### src/hdl/aep_pkg.sv
// Package for the alignment error profiler: request codes, store slot
// encoding and the read-base classifier. No dependencies.
`default_nettype none

package aep_pkg;

  // Width of a reported counter value
  localparam int unsigned OUT_WIDTH = 32;

  // Character that marks a gap in either sequence
  localparam logic [7:0] GAP_CHAR = 8'd45;

  // Mismatch bases A, C, G, T, N
  localparam int unsigned NUM_BASES = 5;

  // Request types
  localparam logic REQ_COLUMN = 1'b0;
  localparam logic REQ_READ   = 1'b1;

  // Read-back table selector
  localparam logic [1:0] KIND_INS = 2'd0;
  localparam logic [1:0] KIND_DEL = 2'd1;
  localparam logic [1:0] KIND_MIS = 2'd2;
  localparam logic [1:0] KIND_BAD = 2'd3;

  // Slot field of a store address: insertion, deletion, then one per base
  typedef logic [2:0] aep_slot_t;
  localparam aep_slot_t SLOT_INS  = 3'd0;
  localparam aep_slot_t SLOT_DEL  = 3'd1;
  localparam aep_slot_t SLOT_MIS0 = 3'd2;

  // Highest valid base code
  localparam logic [2:0] BASE_N = 3'd4;

  // Decoded request handed from the decoder to the update pipeline
  typedef struct packed {
    logic valid;     // request needs a store access
    logic is_read;   // read back, else counter increment
    logic query_ok;  // read back addresses a real counter
  } aep_op_t;

  // Map a read character to its base code
  function automatic logic [2:0] base_index(input logic [7:0] c);
    logic [2:0] b;
    b = BASE_N;
    unique case (c)
      8'h41, 8'h61: b = 3'd0;
      8'h43, 8'h63: b = 3'd1;
      8'h47, 8'h67: b = 3'd2;
      8'h54, 8'h74: b = 3'd3;
      default:      b = BASE_N;
    endcase
    return b;
  endfunction

endpackage

`default_nettype wire

### src/hdl/aep_decode.sv
// Request decoder of the alignment error profiler: column state (read
// position, gap history) and store address of each request. Uses aep_pkg.
`default_nettype none

module aep_decode import aep_pkg::*; #(
  parameter int unsigned MAX_POSITIONS = 256,
  parameter int unsigned NUM_BINS      = 4
) (
  input  wire logic         clk_i,
  input  wire logic         rst_ni,
  input  wire logic         accept_i,
  input  wire logic         req_type_i,
  input  wire logic [7:0]   read_char_i,
  input  wire logic [7:0]   ref_char_i,
  input  wire logic         last_column_i,
  input  wire logic         mate_i,
  input  wire logic [1:0]   mapq_bin_i,
  input  wire logic [1:0]   query_kind_i,
  input  wire logic [2:0]   query_base_i,
  input  wire logic [7:0]   query_position_i,
  output aep_op_t           op_o,
  output logic [((NUM_BINS > 1) ? $clog2(NUM_BINS) : 1) + $clog2(MAX_POSITIONS) + 3:0] addr_o
);

  localparam int unsigned PW = $clog2(MAX_POSITIONS);
  localparam int unsigned RW = $clog2(MAX_POSITIONS + 1);
  localparam int unsigned BW = (NUM_BINS > 1) ? $clog2(NUM_BINS) : 1;

  logic [RW-1:0] pos_q, pos_d;
  logic          prev_read_gap_q, prev_read_gap_d;
  logic          prev_ref_gap_q, prev_ref_gap_d;
  logic          first_q, first_d;

  logic          rgap, ggap;
  logic          bin_ok, store_ok, qpos_ok, kind_ok;
  logic          upd, adv;
  aep_slot_t     col_slot, qry_slot, slot;
  logic [PW-1:0] pos_idx;
  logic [BW-1:0] bin_idx;
  logic          is_read;

  assign is_read  = (req_type_i == REQ_READ);
  assign rgap     = (read_char_i == GAP_CHAR);
  assign ggap     = (ref_char_i == GAP_CHAR);
  assign bin_ok   = (32'(mapq_bin_i) < 32'(NUM_BINS));
  assign store_ok = bin_ok && (pos_q < RW'(MAX_POSITIONS));
  assign qpos_ok  = (32'(query_position_i) < 32'(MAX_POSITIONS));
  assign bin_idx  = BW'(mapq_bin_i);

  // Classify the column: insertion, deletion, match or mismatch, double gap
  always_comb begin
    upd      = 1'b0;
    adv      = 1'b0;
    col_slot = SLOT_INS;
    if (!rgap && ggap) begin
      upd      = (first_q || !prev_ref_gap_q) && store_ok;
      adv      = 1'b1;
      col_slot = SLOT_INS;
    end else if (rgap && !ggap) begin
      upd      = (first_q || !prev_read_gap_q) && store_ok;
      col_slot = SLOT_DEL;
    end else if (!rgap && !ggap) begin
      upd      = (read_char_i != ref_char_i) && store_ok;
      adv      = 1'b1;
      col_slot = 3'(SLOT_MIS0 + base_index(read_char_i));
    end
  end

  // Select the table of a read-back request
  always_comb begin
    kind_ok  = 1'b0;
    qry_slot = SLOT_INS;
    unique case (query_kind_i)
      KIND_INS: begin
        kind_ok  = 1'b1;
        qry_slot = SLOT_INS;
      end
      KIND_DEL: begin
        kind_ok  = 1'b1;
        qry_slot = SLOT_DEL;
      end
      KIND_MIS: begin
        kind_ok  = (query_base_i <= BASE_N);
        qry_slot = 3'(SLOT_MIS0 + query_base_i);
      end
      default: begin
        kind_ok  = 1'b0;
        qry_slot = SLOT_INS;
      end
    endcase
  end

  assign slot    = is_read ? qry_slot : col_slot;
  assign pos_idx = is_read ? PW'(query_position_i) : PW'(pos_q);
  assign addr_o  = {mate_i, bin_idx, slot, pos_idx};

  assign op_o.valid    = accept_i && (is_read || upd);
  assign op_o.is_read  = is_read;
  assign op_o.query_ok = bin_ok && qpos_ok && kind_ok;

  // Advance the column state; restart it after the last column
  always_comb begin
    pos_d           = pos_q;
    prev_read_gap_d = prev_read_gap_q;
    prev_ref_gap_d  = prev_ref_gap_q;
    first_d         = first_q;
    if (accept_i && !is_read) begin
      if (last_column_i) begin
        pos_d           = '0;
        prev_read_gap_d = 1'b0;
        prev_ref_gap_d  = 1'b0;
        first_d         = 1'b1;
      end else begin
        if (adv && (pos_q < RW'(MAX_POSITIONS))) begin
          pos_d = RW'(pos_q + 1'b1);
        end
        prev_read_gap_d = rgap;
        prev_ref_gap_d  = ggap;
        first_d         = 1'b0;
      end
    end
  end

  always_ff @(posedge clk_i or negedge rst_ni) begin
    if (!rst_ni) begin
      pos_q           <= '0;
      prev_read_gap_q <= 1'b0;
      prev_ref_gap_q  <= 1'b0;
      first_q         <= 1'b1;
    end else begin
      pos_q           <= pos_d;
      prev_read_gap_q <= prev_read_gap_d;
      prev_ref_gap_q  <= prev_ref_gap_d;
      first_q         <= first_d;
    end
  end

endmodule

`default_nettype wire

### config.mk
export PLATFORM = sky130hd
export DESIGN_NAME = aep_decode
export DESIGN_NICKNAME = d
export VERILOG_FILES = /design/src/hdl/aep_pkg.sv /design/src/hdl/aep_decode.sv
export SDC_FILE = /design/constraint.sdc
export NUM_CORES = 1
export LEC_CHECK = 0
export ABC_AREA = 0
export BUFFER_PORTS_ARGS = -buffer_cell sky130_fd_sc_hd__buf_2
export CORE_MARGIN = 2
export CORE_UTILIZATION = 35
export CTS_CLUSTER_DIAMETER = 60
export DETAILED_ROUTE_END_ITERATION = 16
export HOLD_SLACK_MARGIN = 0.05
export PLACE_DENSITY = 0.65
export SETUP_SLACK_MARGIN = 0.05
export SYNTH_ARGS = -nofsm -noshare
export SYNTH_HDL_FRONTEND = slang
export SYNTH_SLANG_ARGS = --single-unit
export TNS_END_PERCENT = 30
### constraint.sdc
create_clock -name clk_i -period 2.6 [get_ports clk_i]
set_clock_uncertainty 0.1 [all_clocks]
set_input_delay 0.39 -clock clk_i [delete_from_list [all_inputs] [get_ports clk_i]]
set_output_delay 0.39 -clock clk_i [all_outputs]
set_load 0.01 [all_outputs]
==> results of run 1 <==
[layer usage]
metal,up-vias,track usage,share of wire
met5,-,0,0
met3,2,0.0360,0.056
met4,0,0.0361,0.0019
met1,561,0.198,0.45
met2,44,0.289,0.49
li1,580,-,-
[logic make-up (layout without fill, tap and decap cells)]
kind of cell | count (synthesis) | after routing | share of synthesized area
compound gates | 34 | 34 | 0.231
xor+xnor | 9 | 9 | 0.0649
fa+ha+maj | 5 | 5 | 0.0515
buf+inv | 17 | 59 | 0.0711
flops | 12 | 12 | 0.248
mux | 10 | 10 | 0.0896
simple gates | 46 | 46 | 0.244
[through the flow]
| stage | util | hold WS [ps] | instances | area (um2) |
|---|---|---|---|---|
| after floorplan | - | -5.59 | 133 | 1210 |
| after global placement | 0.434 | 178 | 216 | 1450 |
| after detailed placement | 0.434 | 189 | 216 | 1450 |
| after CTS | 0.448 | 355 | 221 | 1490 |
| after global routing | 0.448 | 365 | 221 | 1490 |
| final | 0.448 | 360 | 221 | 1490 |
[Yosys cell counts (all sizes together) (5+ instances only)]
cell type / count / share of area
ha: 5 / 0.051
nand3: 5 / 0.021
mux2: 7 / 0.065
buf: 9 / 0.046
o21ai: 5 / 0.021
inv: 7 / 0.022
a21oi: 5 / 0.024
xnor2: 9 / 0.065
a211oi: 5 / 0.031
nor2: 5 / 0.015
dfrtp: 11 / 0.23
nand2: 9 / 0.028
[power groups by stage]
stage | registers, mW | logic, mW | clock network (mW)
6_report | 0.237 | 0.187 | 0.157
5_1_grt | 0.243 | 0.207 | 0.173
4_1_cts | 0.236 | 0.187 | 0.158
3_5_place_dp | 0.240 | 0.185 | 0
3_3_place_gp | 0.239 | 0.177 | 0
2_1_floorplan | 0.232 | 0.119 | 0
[registers in the layout (all words and copies together), names as in the netlist]
signal,flops
pos_q,9
first_q,1
prev_read_gap_q,1
prev_ref_gap_q,1
[final cells by class]
class	count	area (um2)	area share
repair buffers	48	245	0.164
inverters	7	26.3	0.0176
well taps	46	57.6	0.0385
multi-input cells	104	827	0.554
clock buffers	4	36.3	0.0243
flip-flops and latches	12	302	0.202
[how the worst min path moves through the flow]
stage,startpoint,end,slack [ps],cells past startpoint
2_1_floorplan,rst_ni,pos_q[0],-6,0
3_3_place_gp,rst_ni,pos_q[3],180,1
3_5_place_dp,rst_ni,pos_q[3],190,1
4_1_cts,last_column_i,pos_q[0],350,2
5_1_grt,last_column_i,pos_q[0],370,2
6_report,last_column_i,pos_q[0],360,2
[worst reg2reg max path, cell delays in order (launching register included)]
cell	delay, ps
dfrtp_1	480
ha_1	260
nand3_1	90
a211oi_1	300
nor3b_1	90
a221o_1	270
==> results.md, run 1 <==
* Status: finished clean
* DP HPWL at 2.46 mm
* Slew @ Worst Pin at between 500 and 600 ps
* Initial antenna violation count at 0
* Critical path arrival at around 1800 ps
* Max VDD drop at about 0.16 mV
* Crit. End Element: primary output
* CP required at 2110 ps
* Area growth, synth to finish at 23.0%
* Crit start category: input pin
* Hold-fix buffers, CTS at 1
* Sw Share at 0.340
* CP Capture Point: op_o[2]
* Setup TNS at 0 ps
* Hold Vio Cnt, Final at 0
* Critical path's top delay family: simple AND/OR/NAND/NOR gates
* # diodes at 0
* Setup crit start: read_char_i[1]
* DIE AREA at about 0.0040 mm2
* Tmin final at approximately 2300 ps
* CP cell instances: buf_2 > nor4b_4 > and2_4 > nor3_1 > a221oi_2 > buf_2
* Share of cells above drive strength 1 at 0.394
* Slew HR at 0.648
* DIE HEIGHT at between 60 and 70 um
* Crit path kind: in -> out
* R2r setup slk at roughly 900 ps
* Port bufs at 47
* Vias per inst at roughly 5.4
* Largest net degree at the start of global routing at 21
* Critical Path Stages at 6
* Most common cell after layout, fill and taps aside: buf_2
* Avg Synthesized Cell Area at 9.13 um2
* Internal power at approximately 0.38 mW
* Total track usage at 0.162
* IO Count at 54
* Yosys cell types at 50
* CTS tree: built
* Max Fclk at about 0.43 GHz
* Delay of the slowest critical-path stage at about 530 ps
* Post-Syn Instances at about 130
* Post-route ant nets at 0
* Synth warn at 0
* Crit path buffers/inverters at 2
* Highest-delay cell along the critical path: nor4b_4
* Area of the mapped netlist at approximately 0.0012 mm2
* Fillcell total at about 340
* # Max-Cap Violations at 0
* Pre-CTS setup slack at 341 ps
* Asr flop ratio synth at 1.00
* Post-CTS setup buffers at 0
* PD cells at between 300 and 400 mW/mm2
* Most frequent cells in the layout: buf_2, dfrtp_1, nand2_1, xnor2_1, mux2_2
* R2r endpoint: pos_q[4]
* Post-synth EDFFs at 0
* Hold Path Class: in -> reg
* Final WL at around 3.2 mm
* Reg2reg start: pos_q[0]
* CTS sink cnt at 12
* Clock root cell: clkbuf_4
* RSZ-0062 raised after global routing: false
* Period utilisation layout at 0.884
* Final global-route overflow total at 0
* Clk network pwr share at 0.270
* Clk slew on worst S/H paths at approximately 80 ps
* Post-CTS sizing at 0
* WL/cell at between 10 and 15 um
* Final worst setup slack at 301 ps
* Seq cells post-synth at 12
* GPL Wtd Cong at slightly below 0.9
* Depth of the CTS H-tree at 1
* Drt pass-1 iters at 4
* NetSw at approximately 0.2 mW
* Crit Path Max Fanout at 8
* First-pass GRT wire length at 5.22 mm
* DRT iter0 DRCs at 68
* Seq/Total Area, Yosys at 0.248
* Power Total at roughly 0.58 mW
* Number of global-route vias before repair at 1128
* Syn nets at roughly 180
* Worst-Skew Late Latency at ~280 ps
* Leakage power at 0.689 nW
* Initial core utilization at 0.364
* Inserted Clock Buffers at 3
* Crit path top cell by count: buf_2
* Width of the die at 62.9 um
* Synth Flop Type: dfrtp_1
* Seq pwr share at 0.408
* Row count at 21
* Number of vias after detailed routing at 1187
* Slew Limit Fails at 0
* Final setup fails at 0
* Clock Tree Buf Depth at 2
* Total core area at approximately 0.0033 mm2
* Drt drc at 0
* Final nets at ~220
* Gate power share at 0.322
* Reg2reg path depth at 5
(Power assumes the default switching activity.)
==> inputs of run 2 (changes only) <==
--- a/config.mk
+++ b/config.mk
@@ -7,7 +7,6 @@
 export LEC_CHECK = 0
 export ABC_AREA = 0
 export BUFFER_PORTS_ARGS = -buffer_cell sky130_fd_sc_hd__buf_2
-export CORE_MARGIN = 2
 export CORE_UTILIZATION = 35
 export CTS_CLUSTER_DIAMETER = 60
 export DETAILED_ROUTE_END_ITERATION = 16
==> results.md, run 2 (synthesis gave the netlist of run 1 again) <==
* Crit path buffers/inverters at 2 (unchanged)
* Post-route ant nets at 0 (unchanged)
* Reg2reg start: pos_q[1] (was pos_q[0])
* Post-CTS sizing at 0 (unchanged)
* Clock root cell: clkbuf_4 (unchanged)
* Final nets at 218 (unchanged)
* # diodes at 0 (unchanged)
* DIE HEIGHT at 60.9 um (was 62.9 um)
* Fillcell total at 344 (was 336)
* WL/cell at 13.1 um (was 14.4 um)
* Final worst setup slack at 296 ps (was 301 ps)
* Max Fclk at 0.434 GHz (was 0.435 GHz)
* Total core area at 0.00334 mm2 (unchanged)
* Clock Tree Buf Depth at 2 (unchanged)
* Slew HR at 0.656 (was 0.648)
* Drt pass-1 iters at 4 (unchanged)
* Initial core utilization at 0.364 (unchanged)
* DIE AREA at 0.00371 mm2 (was 0.00396 mm2)
* Slew @ Worst Pin at 513 ps (was 526 ps)
* RSZ-0062 raised after global routing: false (unchanged)
* Critical path's top delay family: simple AND/OR/NAND/NOR gates (unchanged)
* Number of global-route vias before repair at 1013 (was 1128)
* Multi-input combinational cell area at 827 um2 (unchanged)
* Most common cell after layout, fill and taps aside: buf_2 (unchanged)
* PD cells at 365 mW/mm2 (was 389 mW/mm2)
* Depth of the CTS H-tree at 1 (unchanged)
* Pre-CTS setup slack at 318 ps (was 341 ps)
* Clk slew on worst S/H paths at 80 ps (about the same)
* R2r setup slk at 920 ps (was 900 ps)
* Highest-delay cell along the critical path: nor4b_4 (unchanged)
* DP HPWL at 2.28 mm (was 2.46 mm)
* CTS tree: built (unchanged)
* Final WL at 2.90 mm (was 3.19 mm)
* Vias per inst at 5.23 (was 5.37)
* Post-CTS setup buffers at 0 (unchanged)
* GPL Wtd Cong at 0.858 (was 0.875)
* IO Count at 54 (unchanged)
* Power Total at 0.542 mW (was 0.581 mW)
* # Max-Cap Violations at 0 (unchanged)
* Total area of sequential cells at 302 um2 (unchanged)
* Worst-Skew Late Latency at 280 ps (about the same)
* Area growth, synth to finish at 22.1% (was 23.0%)
* DRT iter0 DRCs at 67 (was 68)
* Max VDD drop at 0.118 mV (was 0.159 mV)
* Status: finished clean (unchanged)
* Largest net degree at the start of global routing at 21 (unchanged)
* Inserted Clock Buffers at 3 (unchanged)
* Drt drc at 0 (unchanged)
* CP required at 2110 ps (about the same)
* Reg2reg path depth at 5 (unchanged)
* Worst hold stages at 2 (unchanged)
* Delay of the slowest critical-path stage at 530 ps (about the same)
* Crit Path Max Fanout at 8 (unchanged)
* Hold endpoint: pos_q[0] (unchanged)
* Largest Register: pos_q (unchanged)
* Final setup fails at 0 (unchanged)
* Number of vias after detailed routing at 1155 (was 1187)
* Leakage power at 0.683 nW (was 0.689 nW)
* Post-Route Utilization at 0.445 (was 0.448)
* Initial antenna violation count at 0 (unchanged)
* CP cell instances: buf_2 > nor4b_4 > and2_4 > nor3_1 > a221oi_2 > buf_2 (unchanged)
* Crit start category: input pin (unchanged)
* Crit path top cell by count: buf_2 (unchanged)
* R2r endpoint: pos_q[4] (unchanged)
* Width of the die at 60.9 um (was 62.9 um)
* Setup TNS at 0 ps (unchanged)
* Final global-route overflow total at 0 (unchanged)
* Hold WS at 355 ps (was 360 ps)
* Hold Path Class: in -> reg (unchanged)
* CTS sink cnt at 12 (unchanged)
* Hold-fix buffers, CTS at 1 (unchanged)
* Crit path kind: in -> out (unchanged)
* Crit. End Element: primary output (unchanged)
* First-pass GRT wire length at 4.33 mm (was 5.22 mm)
* Share of cells above drive strength 1 at 0.389 (was 0.394)
* Slew Limit Fails at 0 (unchanged)
* Critical path arrival at 1810 ps (about the same)
* Hold path start: last_column_i (unchanged)
* Max reg flops at 9 (unchanged)
* Most frequent cells in the layout: buf_2, dfrtp_1, nand2_1, xnor2_1, mux2_2 (unchanged)
* Tmin final at 2300 ps (about the same)
* Row count at 21 (unchanged)
* Period utilisation layout at 0.886 (was 0.884)
* Total track usage at 0.156 (was 0.162)
* Hold Vio Cnt, Final at 0 (unchanged)
* Port bufs at 47 (unchanged)
## run 2: worst max-delay path by stage
stage	slack (ps)	startpoint	to	depth (start not counted)
CTS	330	read_char_i[1]	op_o[2]	6
global route	260	read_char_i[1]	op_o[2]	6
global placement	380	read_char_i[6]	addr_o[8]	6
detailed placement	320	read_char_i[1]	op_o[2]	6
finish	300	read_char_i[1]	op_o[2]	6
floorplan	630	read_char_i[2]	addr_o[10]	5
## run 2: final cells by class
type / count / share of cell area
Multi-Input combinational cell: 104 / 0.557
Clock buffer: 4 / 0.0177
Inverter: 7 / 0.0177
Sequential cell: 12 / 0.203
Timing Repair Buffer: 48 / 0.165
Tap cell: 46 / 0.0388
## run 2: power breakdown
part / leakage [nW] / total (mW) / internal (mW) / switching, mW
logic: 0.515 / 0.183 / 0.0915 / 0.0915
clock network: 0.0150 / 0.122 / 0.0594 / 0.0627
registers: 0.153 / 0.237 / 0.207 / 0.0302
## run 2: worst register-to-register path, delay by kind of cell, from the launching register on
family          cells  cell delay, ps
compound gates      2             540
fa+ha+maj           1             280
flops               1             480
simple gates        2             170
## run 2: per-layer routing
metal,track usage,vias to the layer above,share of wire
met2,0.279,33,0.47
met3,0.0149,2,0.037
met4,0.0519,0,0.0041
li1,-,583,-
met1,0.194,537,0.48
met5,0,-,0
## run 2: per-stage QoR
step | instance area [um2] | instances
final | 1480 | 221
after global routing | 1480 | 221
after CTS | 1480 | 221
after detailed placement | 1450 | 216
after global placement | 1450 | 216
after floorplan | 1210 | 133
