==> src/hdl/aep_pkg.sv <==
// Package for the alignment error profiler: request codes, store slot
// encoding and the read-base classifier. No dependencies.
`default_nettype none

package aep_pkg;

  // Width of a reported counter value
  localparam int unsigned OUT_WIDTH = 32;

  // Character that marks a gap in either sequence
  localparam logic [7:0] GAP_CHAR = 8'd45;

  // Mismatch bases A, C, G, T, N
  localparam int unsigned NUM_BASES = 5;

  // Request types
  localparam logic REQ_COLUMN = 1'b0;
  localparam logic REQ_READ   = 1'b1;

  // Read-back table selector
  localparam logic [1:0] KIND_INS = 2'd0;
  localparam logic [1:0] KIND_DEL = 2'd1;
  localparam logic [1:0] KIND_MIS = 2'd2;
  localparam logic [1:0] KIND_BAD = 2'd3;

  // Slot field of a store address: insertion, deletion, then one per base
  typedef logic [2:0] aep_slot_t;
  localparam aep_slot_t SLOT_INS  = 3'd0;
  localparam aep_slot_t SLOT_DEL  = 3'd1;
  localparam aep_slot_t SLOT_MIS0 = 3'd2;

  // Highest valid base code
  localparam logic [2:0] BASE_N = 3'd4;

  // Decoded request handed from the decoder to the update pipeline
  typedef struct packed {
    logic valid;     // request needs a store access
    logic is_read;   // read back, else counter increment
    logic query_ok;  // read back addresses a real counter
  } aep_op_t;

  // Map a read character to its base code
  function automatic logic [2:0] base_index(input logic [7:0] c);
    logic [2:0] b;
    b = BASE_N;
    unique case (c)
      8'h41, 8'h61: b = 3'd0;
      8'h43, 8'h63: b = 3'd1;
      8'h47, 8'h67: b = 3'd2;
      8'h54, 8'h74: b = 3'd3;
      default:      b = BASE_N;
    endcase
    return b;
  endfunction

endpackage

`default_nettype wire

==> src/hdl/aep_out_fifo.sv <==
// Two-entry result buffer (output register plus skid entry) of the
// alignment error profiler. Uses aep_pkg.
`default_nettype none

module aep_out_fifo import aep_pkg::*; (
  input  wire logic                 clk_i,
  input  wire logic                 rst_ni,
  input  wire logic                 push_i,
  input  wire logic [OUT_WIDTH-1:0] push_data_i,
  input  wire logic                 out_stall_i,
  output logic                      out_valid_o,
  output logic [OUT_WIDTH-1:0]      out_data_o,
  output logic [1:0]                level_o
);

  logic                 head_valid_q, head_valid_d;
  logic                 skid_valid_q, skid_valid_d;
  logic [OUT_WIDTH-1:0] head_q, head_d;
  logic [OUT_WIDTH-1:0] skid_q, skid_d;
  logic                 pop;

  assign pop = head_valid_q && !out_stall_i;

  // Refill the head from the skid entry first to keep order
  always_comb begin
    head_valid_d = head_valid_q;
    skid_valid_d = skid_valid_q;
    head_d       = head_q;
    skid_d       = skid_q;
    if (pop) begin
      if (skid_valid_q) begin
        head_d       = skid_q;
        skid_valid_d = push_i;
        skid_d       = push_data_i;
      end else begin
        head_valid_d = push_i;
        head_d       = push_data_i;
      end
    end else if (push_i) begin
      if (!head_valid_q) begin
        head_valid_d = 1'b1;
        head_d       = push_data_i;
      end else begin
        skid_valid_d = 1'b1;
        skid_d       = push_data_i;
      end
    end
  end

  always_ff @(posedge clk_i or negedge rst_ni) begin
    if (!rst_ni) begin
      head_valid_q <= 1'b0;
      skid_valid_q <= 1'b0;
    end else begin
      head_valid_q <= head_valid_d;
      skid_valid_q <= skid_valid_d;
    end
  end

  always_ff @(posedge clk_i) begin
    head_q <= head_d;
    skid_q <= skid_d;
  end

  assign out_valid_o = head_valid_q;
  assign out_data_o  = head_q;
  assign level_o     = {1'b0, head_valid_q} + {1'b0, skid_valid_q};

endmodule

`default_nettype wire

==> config.mk <==
export PLATFORM = sky130hd
export DESIGN_NAME = aep_out_fifo
export DESIGN_NICKNAME = d
export VERILOG_FILES = /design/src/hdl/aep_pkg.sv /design/src/hdl/aep_out_fifo.sv
export SDC_FILE = /design/constraint.sdc
export NUM_CORES = 1
export LEC_CHECK = 0
export BUFFER_PORTS_ARGS = -buffer_cell sky130_fd_sc_hd__buf_2
export CELL_PAD_IN_SITES_DETAIL_PLACEMENT = 1
export CELL_PAD_IN_SITES_GLOBAL_PLACEMENT = 1
export CORE_MARGIN = 4
export CORE_UTILIZATION = 43
export CTS_CLUSTER_DIAMETER = 80
export DETAILED_ROUTE_END_ITERATION = 10
export PLACE_DENSITY_LB_ADDON = 0.1
export SLEW_MARGIN = 10
export SYNTH_ARGS = -nofsm -noshare
export SYNTH_HDL_FRONTEND = slang
export SYNTH_SLANG_ARGS = --single-unit
==> constraint.sdc <==
create_clock -name clk_i -period 3.76 [get_ports clk_i]
set_input_delay 0.94 -clock clk_i [delete_from_list [all_inputs] [get_ports clk_i]]
set_output_delay 0.94 -clock clk_i [all_outputs]
set_load 0.01 [all_outputs]
==> impl_metrics.yaml, run 1 <==
synth:
  syn_nets: 149
  synth_area_leaders: "edfxtp_1, mux2_4, dfrtp_1, buf_6, mux2_2"
  postSynthCellCount: 112
  yosys.area.top_type: "edfxtp_1"
  syn_area_per_cell_um2: 22.97
  synth_async_sr_flop_share_pct: 3.030
  syn-cell-area_um2: 2572
  synthTopCellsByCount: "edfxtp_1, mux2_4, buf_6"
  yosysMostFrequentCell: "edfxtp_1"
  synth_cell_types: 15
  synth_seq_cells: 66
  synth_edf_count: 64
  ys.flop_type: "edfxtp_1"
  yosysSeqAreaShare_pct: 76.65
  synth_top_area_share_pct: 74.71
  yosysWarnings: 0
flow_run:
  drv_cap: 0
status:
  outcome: "finished, final reports clean"
routing:
  drtIter0Drc: 78
  vias_per_cell: 4.828
  drc: 0
  ant_nets: 0
  finalWirelength_mm: 4.793
  first_pass_iters: 4
  wire_per_inst_um: 17.95
  routed-via-count: 1289
place:
  dp_hpwl_mm: 3.339
  numPortBuffers: 70
  gp_congestion: 0.7253
  place_ws_ns: 1.284
sta:
  finalCritPeriodShare_pct: 59.83
  layout_setup_ws_ns: 1.510
  slew-limit-headroom_pct: 38.61
  tightest_slew_ns: 0.9189
  hold_viol: 0
  period_needed_ns: 2.250
  fmax_mhz: 444.5
  skew_ns: 0.003818
  drv_slew: 0
  setup_viol: 0
  fin_setup_tns_ns: 0
  rsz0062_at_grt: "false"
global_route:
  grt_pass1_wl_mm: 7.672
  grt_use_total_pct: 14.40
  antenna_found_initial: 0
  grt_max_degree: 33
  grt_pass1_vias: 1532
  globalRouteOverflowTotal: 0
clock_network:
  cts_setup_buffers: 0
  cts_sinks: 66
  h-tree-depth: 3
  cts_tree: "done"
  clk_pin_slew_ns: 0.06
  cts_root_buf: "clkbuf_8"
  ctsResizeCount: 0
  cts_hold_buf: 0
  clk_path_buf_depth: 2
  numCtsBuffers: 9
  clk-insertion-delay-late_ns: 0.33
floorplan:
  die_area_um2: 7284
  die_w_um: 85.35
  fp.dieH_um: 85.35
  rows: 27
  core-area_um2: 5642
  start_util_pct: 45.60
  ios: 71
final_layout:
  fillCellCount: 534
  final_nets: 228
  layout-drive-gt1-share_pct: 60.00
  final_util_pct: 56.38
  area_growth_syn_to_layout_pct: 23.64
  num_antenna_cells: 0
critical_path:
  critPathLaunchType: "flip-flop"
  critPathArrivalTime_ns: 1.31
  required_ns: 2.82
  critical_path.max_fanout: 8
  endpoint_kind: "output pin"
  critPathKind: "reg2out"
power:
  p_leak_nw: 1.351
  ir_drop_mv: 0.2760
  p_per_area_nw_per_um2: 545.4
min_path:
  min_path_type: "in2async"
-- metal layers --
metal / routed length, µm / GRT usage [%] / up-vias
li1: - / - / 601
met1: 1917 / 16.61 / 633
met2: 2437 / 23.02 / 48
met3: 354 / 5.340 / 7
met4: 83 / 8.201 / 0
met5: 0 / 0 / -
-- cells by family after synthesis --
kind of cell / share of synthesized area, %
and+or+nand+nor: 1.411
adders and majority gates: 0.4863
AOI/OAI and AO/OA: 0.8268
muxes: 19.16
DFF: 76.65
buffers and inverters: 1.459
-- where the power goes --
group          switching, mW  leakage, nW  total (mW)  internal (mW)
sequential            0.0282        0.645       0.946          0.918
combinational          0.126        0.618       0.252          0.126
clock                  0.242       0.0886       0.536          0.295
total                  0.396         1.35        1.73           1.34
-- final timing paths --
path / start / endpoint / slack [ns] / cells after the start
max in group asynchronous: rst_ni / skid_valid_q$_DFFE_PN0P_ / 3.29 / 1
setup reg to reg: out_valid_o$_DFFE_PN0P_ / out_data_o[26]$_DFFE_PP_ / 1.86 / 2
hold reg to reg: skid_q[28]$_DFFE_PP_ / out_data_o[28]$_DFFE_PP_ / 0.55 / 1
hold / removal: rst_ni / out_valid_o$_DFFE_PN0P_ / 0.38 / 1
setup / recovery: out_valid_o$_DFFE_PN0P_ / level_o[0] / 1.51 / 2
min in group clk_i: skid_q[28]$_DFFE_PP_ / out_data_o[28]$_DFFE_PP_ / 0.55 / 1
-- cell usage in the layout (no fill, tap or decap) --
master,n
a21o_1,1
dfrtp_1,2
ha_1,1
edfxtp_1,64
clkbuf_8,9
buf_2,70
clkinv_2,1
buf_4,1
nand2b_1,1
nor2b_4,1
nand3b_4,1
a22o_1,1
inv_1,1
mux2_4,30
nand2_1,1
mux2i_1,1
o21ai_0,1
clkinv_1,3
clkbuf_1,1
mux2i_4,1
mux2_2,2
bufinv_16,1
-- critical path, stage by stage, from the launching register on --
cell and delay [ns]:
dfrtp_1 0.55, ha_1 0.29, buf_2 0.14
-- metrics by stage --
step / power, mW / hold slack (ns) / cell area [µm²] / instances
finish: 1.735 / 0.3808 / 3181 / 267
floorplan: 1.121 / 0.5246 / 2572 / 112
global route: 1.826 / 0.3557 / 3181 / 267
CTS: 1.765 / 0.3582 / 3181 / 267
global placement: 1.204 / 0.5307 / 3007 / 252
detailed placement: 1.223 / 0.5385 / 3007 / 252
-- cell type report --
cell class              count  area, µm²  area share [%]
clock buffers              10      127.6           4.013
clock inverters             5      46.29           1.456
inverters                   1      3.754          0.1180
multi-input cells          42      583.1           18.33
flip-flops and latches     66       1972           62.00
well taps                  72      90.09           2.832
repair buffers             71      357.8           11.25
-- registers in the layout (all words and copies together) (netlist names) --
name and flops:
out_valid_o 1, skid_q 32, skid_valid_q 1, out_data_o 32
Power figures use the tool's default switching activity.
==> run 2: changes to the inputs <==
--- a/config.mk
+++ b/config.mk
@@ -5,11 +5,12 @@
 export SDC_FILE = /design/constraint.sdc
 export NUM_CORES = 1
 export LEC_CHECK = 0
+export ABC_AREA = 1
 export BUFFER_PORTS_ARGS = -buffer_cell sky130_fd_sc_hd__buf_2
 export CELL_PAD_IN_SITES_DETAIL_PLACEMENT = 1
 export CELL_PAD_IN_SITES_GLOBAL_PLACEMENT = 1
 export CORE_MARGIN = 4
-export CORE_UTILIZATION = 43
+export CORE_UTILIZATION = 41
 export CTS_CLUSTER_DIAMETER = 80
 export DETAILED_ROUTE_END_ITERATION = 10
 export PLACE_DENSITY_LB_ADDON = 0.1
==> constraint.sdc (replaced) <==
create_clock -name clk_i -period 2.2 [get_ports clk_i]
set_input_delay 0.55 -clock clk_i [delete_from_list [all_inputs] [get_ports clk_i]]
set_output_delay 0.55 -clock clk_i [all_outputs]
set_load 0.01 [all_outputs]
==> impl_metrics.yaml, run 2 <==
synth:
  synth_cell_types: 12
  syn_area_per_cell_um2: 13.50
  yosysSeqAreaShare_pct: 76.06
  synth_edf_count: 64
  yosysMostFrequentCell: "nand2_1"
  syn_nets: 229
  synth_seq_cells: 66
  synth_async_sr_flop_share_pct: 3.030
  muxShareOfSynthArea_pct: 0
  synthSimpleGateAreaFrac_pct: 18.97
  synthAdderAreaFrac_pct: 0.4826
  synth_top_family_by_area: "simple AND/OR/NAND/NOR gates"
  synth_top_area_share_pct: 74.13
  yosysWarnings: 0
  synth-xor-area-share_pct: 0
  syn-cell-area_um2: 2592
  synthTopCellsByCount: "nand2_1, edfxtp_1, nand4_1, buf_2"
  synth_area_leaders: "edfxtp_1, nand2_1, nand4_1, dfrtp_1, buf_2"
  ys.flop_type: "edfxtp_1"
  yosys.area.top_type: "edfxtp_1"
  synth_compound_area_share_pct: 0.1931
  postSynthCellCount: 192
sta:
  fmax_mhz: 509.2
  rsz0062_at_grt: "false"
  slew-limit-headroom_pct: 29.48
  setup_viol: 0
  hold_viol: 0
  drv_slew: 0
  skew_ns: 0.007588
  finalCritPeriodShare_pct: 89.27
  tightest_slew_ns: 1.054
  fin_setup_tns_ns: 0
  period_needed_ns: 1.964
  layout_setup_ws_ns: 0.2360
power:
  switching_power_mw: 0.8478
  p_int_mw: 2.290
  clock_power_share_pct: 30.8
  ir_drop_mv: 0.5284
  sequentialPowerShare_pct: 53.0
  p_per_area_nw_per_um2: 977.0
  combPwrFrac_pct: 16.2
  p_leak_nw: 1.400
  power_mw: 3.138
  p_sw_share_pct: 27.02
floorplan:
  core-area_um2: 6026
  die_area_um2: 7660
  start_util_pct: 43.02
  rows: 28
  ios: 71
  fp.dieH_um: 87.52
  die_w_um: 87.52
critical_path:
  cpLargestDelayFamily: "flip-flops"
  worstPathCellList: "buf_12, ha_1, buf_2"
  slowest_delay_ns: 0.44
  endpoint_kind: "output pin"
  required_ns: 1.65
  critPathArrivalTime_ns: 1.41
  crit_path_top_delay_cell: "dfrtp_1"
  critPathKind: "reg2out"
  critical_path_buf_inv_count: 2
  critPathLaunchType: "flip-flop"
  critical_path.max_fanout: 38
clock_network:
  h-tree-depth: 3
  clk_pin_slew_ns: 0.07
  cts_sinks: 66
  numCtsBuffers: 9
  clk_path_buf_depth: 2
  clk-insertion-delay-late_ns: 0.33
  cts_tree: "done"
  cts_root_buf: "clkbuf_8"
final_layout:
  layout_common_cells: "nand2_1, buf_2, edfxtp_1"
  num_antenna_cells: 0
  area_growth_syn_to_layout_pct: 23.89
  final_util_pct: 53.30
  fin_area_um2: 3212
  layout-drive-gt1-share_pct: 34.56
  final_nets: 304
  final_common_cell: "nand2_1"
routing:
  ant_nets: 0
  drtIter0Drc: 123
  first_pass_iters: 4
  routed-via-count: 1762
  vias_per_cell: 5.078
  drc: 0
  finalWirelength_mm: 5.935
  wire_per_inst_um: 17.10
global_route:
  globalRouteOverflowTotal: 0
  antenna_found_initial: 0
  grt_max_degree: 39
  grt_pass1_vias: 1929
  grt_pass1_wl_mm: 9.494
  grt_use_total_pct: 16.72
min_path:
  min_path_type: "in2reg"
flow_run:
  drv_cap: 0
place:
  place_area_um2: 3017
  place_ws_ns: 0.2700
  numPortBuffers: 70
  gp_congestion: 0.7133
  dp_hpwl_mm: 3.915
status:
  outcome: "finished, final reports clean"
==> run 2: changes by cell type after synthesis, moves of 3 or more <==
cell     before  now
mux2_4       30    0
nand4_1       0   32
nand2_1       1   73
buf_4         0    3
buf_2         0    8
==> run 2: cell type report <==
type / count / area (µm²)
Clock inverter: 6 / 57.56
Tap cell: 75 / 93.84
Sequential cell: 66 / 1972
Inverter: 4 / 15.01
Fill cell: 663 / 2814
Timing Repair Buffer: 78 / 425.4
Multi-Input combinational cell: 108 / 520.5
Clock buffer: 10 / 127.6
==> run 2: routing by layer <==
layer	vias up	global-route usage [%]	routed length [µm]
met4	0	7.810	88
met5	-	0	0
met2	52	29.11	3128
li1	844	-	-
met3	8	3.311	318
met1	858	19.85	2399
==> run 2: logic make-up (layout without fill, tap and decap cells) <==
| logic type | Yosys count | in the layout |
|---|---|---|
| adder cells (fa/ha/maj) | 1 | 1 |
| AND/OR/NAND/NOR | 106 | 106 |
| flip-flops | 66 | 66 |
| buffers and inverters | 18 | 98 |
| AO/OA/AOI/OAI | 1 | 1 |
==> run 2: worst paths after layout <==
| path | slack [ns] | to | cells after the start | start |
|---|---|---|---|---|
| worst max-delay path | 0.24 | level_o[0] | 3 | out_valid_o$_DFFE_PN0P_ |
| worst max register to register | 0.52 | out_data_o[10]$_DFFE_PP_ | 1 | out_valid_o$_DFFE_PN0P_ |
| worst min-delay path | 0.40 | skid_q[25]$_DFFE_PP_ | 1 | push_data_i[25] |
| worst min register to register | 0.57 | out_data_o[18]$_DFFE_PP_ | 2 | skid_q[18]$_DFFE_PP_ |
| min in group asynchronous | 0.52 | skid_valid_q$_DFFE_PN0P_ | 2 | rst_ni |
| max in group asynchronous | 1.58 | out_valid_o$_DFFE_PN0P_ | 2 | rst_ni |
==> run 2: power by group through the flow <==
stage / logic (mW) / clock network [mW] / registers (mW)
2_1_floorplan: 0.266 / 0 / 1.72
3_3_place_gp: 0.503 / 0 / 1.68
3_5_place_dp: 0.517 / 0 / 1.69
4_1_cts: 0.519 / 0.991 / 1.66
5_1_grt: 0.572 / 1.04 / 1.67
6_report: 0.508 / 0.968 / 1.66
==> run 2: metrics by stage <==
stage | instances | hold WS, ns
floorplan | 192 | 0.2544
global placement | 330 | 0.3434
detailed placement | 330 | 0.3403
CTS | 347 | 0.3906
global route | 347 | 0.3904
finish | 347 | 0.4030
==> run 2: timing repair <==
| item | CTS | global route |
|---|---|---|
| buffers inserted | 0 | 0 |
| hold buffers | 1 | 0 |
| setup endpoints to repair | 0 | 0 |
| endpoints found under the hold margin | 2 | 0 |
| gates resized for setup | 0 | 0 |
==> run 3: changes to the inputs <==
==> constraint.sdc (replaced) <==
create_clock -name clk_i -period 2.2 [get_ports clk_i]
set_input_delay 0.55 -clock clk_i [delete_from_list [all_inputs] [get_ports clk_i]]
set_output_delay 0.55 -clock clk_i [all_outputs]
set_load 0.05 [all_outputs]
==> impl_metrics.yaml, run 3 (same netlist as run 2, synthesis figures left out) <==
status:
  outcome: "finished, final reports clean"
floorplan:
  die_w_um: 87.52
  die_area_um2: 7660
  rows: 28
  ios: 71
  core-area_um2: 6026
  fp.dieH_um: 87.52
  start_util_pct: 43.02
sta:
  slew-limit-headroom_pct: 31.97
  period_needed_ns: 1.882
  layout_setup_ws_ns: 0.3181
  worst_hold_slack_ns: 0.4098
  fmax_mhz: 531.4
  hold_viol: 0
  fin_setup_tns_ns: 0
  setup_viol: 0
  tightest_slew_ns: 1.017
  drv_slew: 0
  skew_ns: 0.006819
  rsz0062_at_grt: "false"
  finalCritPeriodShare_pct: 85.54
critical_path:
  critPathLaunchType: "flip-flop"
  endpoint_kind: "output pin"
  critPathArrivalTime_ns: 1.33
  r2r_slack_ns: 0.42
  critPathKind: "reg2out"
  critical_path.max_fanout: 4
  required_ns: 1.65
clock_network:
  clk_pin_slew_ns: 0.07
  cts_root_buf: "clkbuf_8"
  cts_sinks: 66
  clk_path_buf_depth: 2
  h-tree-depth: 3
  ctsResizeCount: 0
  numCtsBuffers: 9
  cts_setup_buffers: 0
  cts_tree: "done"
  clk-insertion-delay-late_ns: 0.33
final_layout:
  area_growth_syn_to_layout_pct: 23.46
  layout-drive-gt1-share_pct: 33.46
  final_common_cell: "nand2_1"
  num_antenna_cells: 0
  layout_common_cells: "nand2_1, buf_2, edfxtp_1"
  fin_area_um2: 3201
  final_nets: 302
routing:
  drc: 0
  wire_per_inst_um: 16.78
  finalWirelength_mm: 5.772
  first_pass_iters: 4
  ant_nets: 0
  drtIter0Drc: 123
  vias_per_cell: 5.122
  routed-via-count: 1762
power:
  power_mw: 3.380
  p_leak_nw: 1.386
  p_per_area_nw_per_um2: 1056
  ir_drop_mv: 0.6831
global_route:
  grt_pass1_vias: 1863
  antenna_found_initial: 0
  grt_use_total_pct: 16.07
  grt_max_degree: 37
  grt_pass1_wl_mm: 9.197
  globalRouteOverflowTotal: 0
place:
  numPortBuffers: 70
  gp_congestion: 0.6903
  place_ws_ns: 0.2593
  dp_hpwl_mm: 3.732
  place_area_um2: 3017
min_path:
  min_path_type: "in2reg"
flow_run:
  drv_cap: 0
-- run 3: final timing paths --
check / start / endpoint / cells after the start
max: out_valid_o$_DFFE_PN0P_ / level_o[0] / 2
min: push_data_i[6] / skid_q[6]$_DFFE_PP_ / 1
max reg2reg: out_valid_o$_DFFE_PN0P_ / skid_q[1]$_DFFE_PP_ / 6
min reg2reg: skid_q[7]$_DFFE_PP_ / out_data_o[7]$_DFFE_PP_ / 2
max in group asynchronous: rst_ni / out_valid_o$_DFFE_PN0P_ / 2
min in group asynchronous: rst_ni / skid_valid_q$_DFFE_PN0P_ / 2
-- run 3: power by group --
group	total [mW]	switching, mW	leakage (nW)	internal (mW)
sequential	1.65	0.0509	0.646	1.60
clock	0.932	0.428	0.0886	0.504
combinational	0.795	0.622	0.651	0.173
-- run 3: what timing repair did --
action / CTS / global route
hold buffers: 1 / 0
endpoints found under the setup margin: 0 / 0
endpoints found under the hold margin: 2 / 0
-- run 3: layout make-up --
cell class	instances	area, µm²
Clock buffer	10	127.6
Sequential cell	66	1972
Tap cell	75	93.84
Inverter	4	15.01
Fill cell	667	2825
Clock inverter	5	46.29
Multi-Input combinational cell	108	523.0
Timing Repair Buffer	76	422.9
-- run 3: critical path, cell delays in order (launching register included) --
cell     delay [ns]
dfrtp_1        0.45
ha_1           0.30
buf_2          0.25
-- run 3: through the flow --
stage	utilization, %	instances
2_1_floorplan	-	192
3_3_place_gp	50.06	328
5_1_grt	53.11	344
4_1_cts	53.11	344
6_report	53.11	344
3_5_place_dp	50.06	328
-- run 3: per-layer routing --
metal | vias up | wire, µm | track usage, %
li1 | 842 | - | -
met5 | - | 0 | 0
met2 | 47 | 2900 | 26.03
met3 | 9 | 304 | 3.690
met4 | 0 | 76 | 6.695
met1 | 864 | 2490 | 20.85
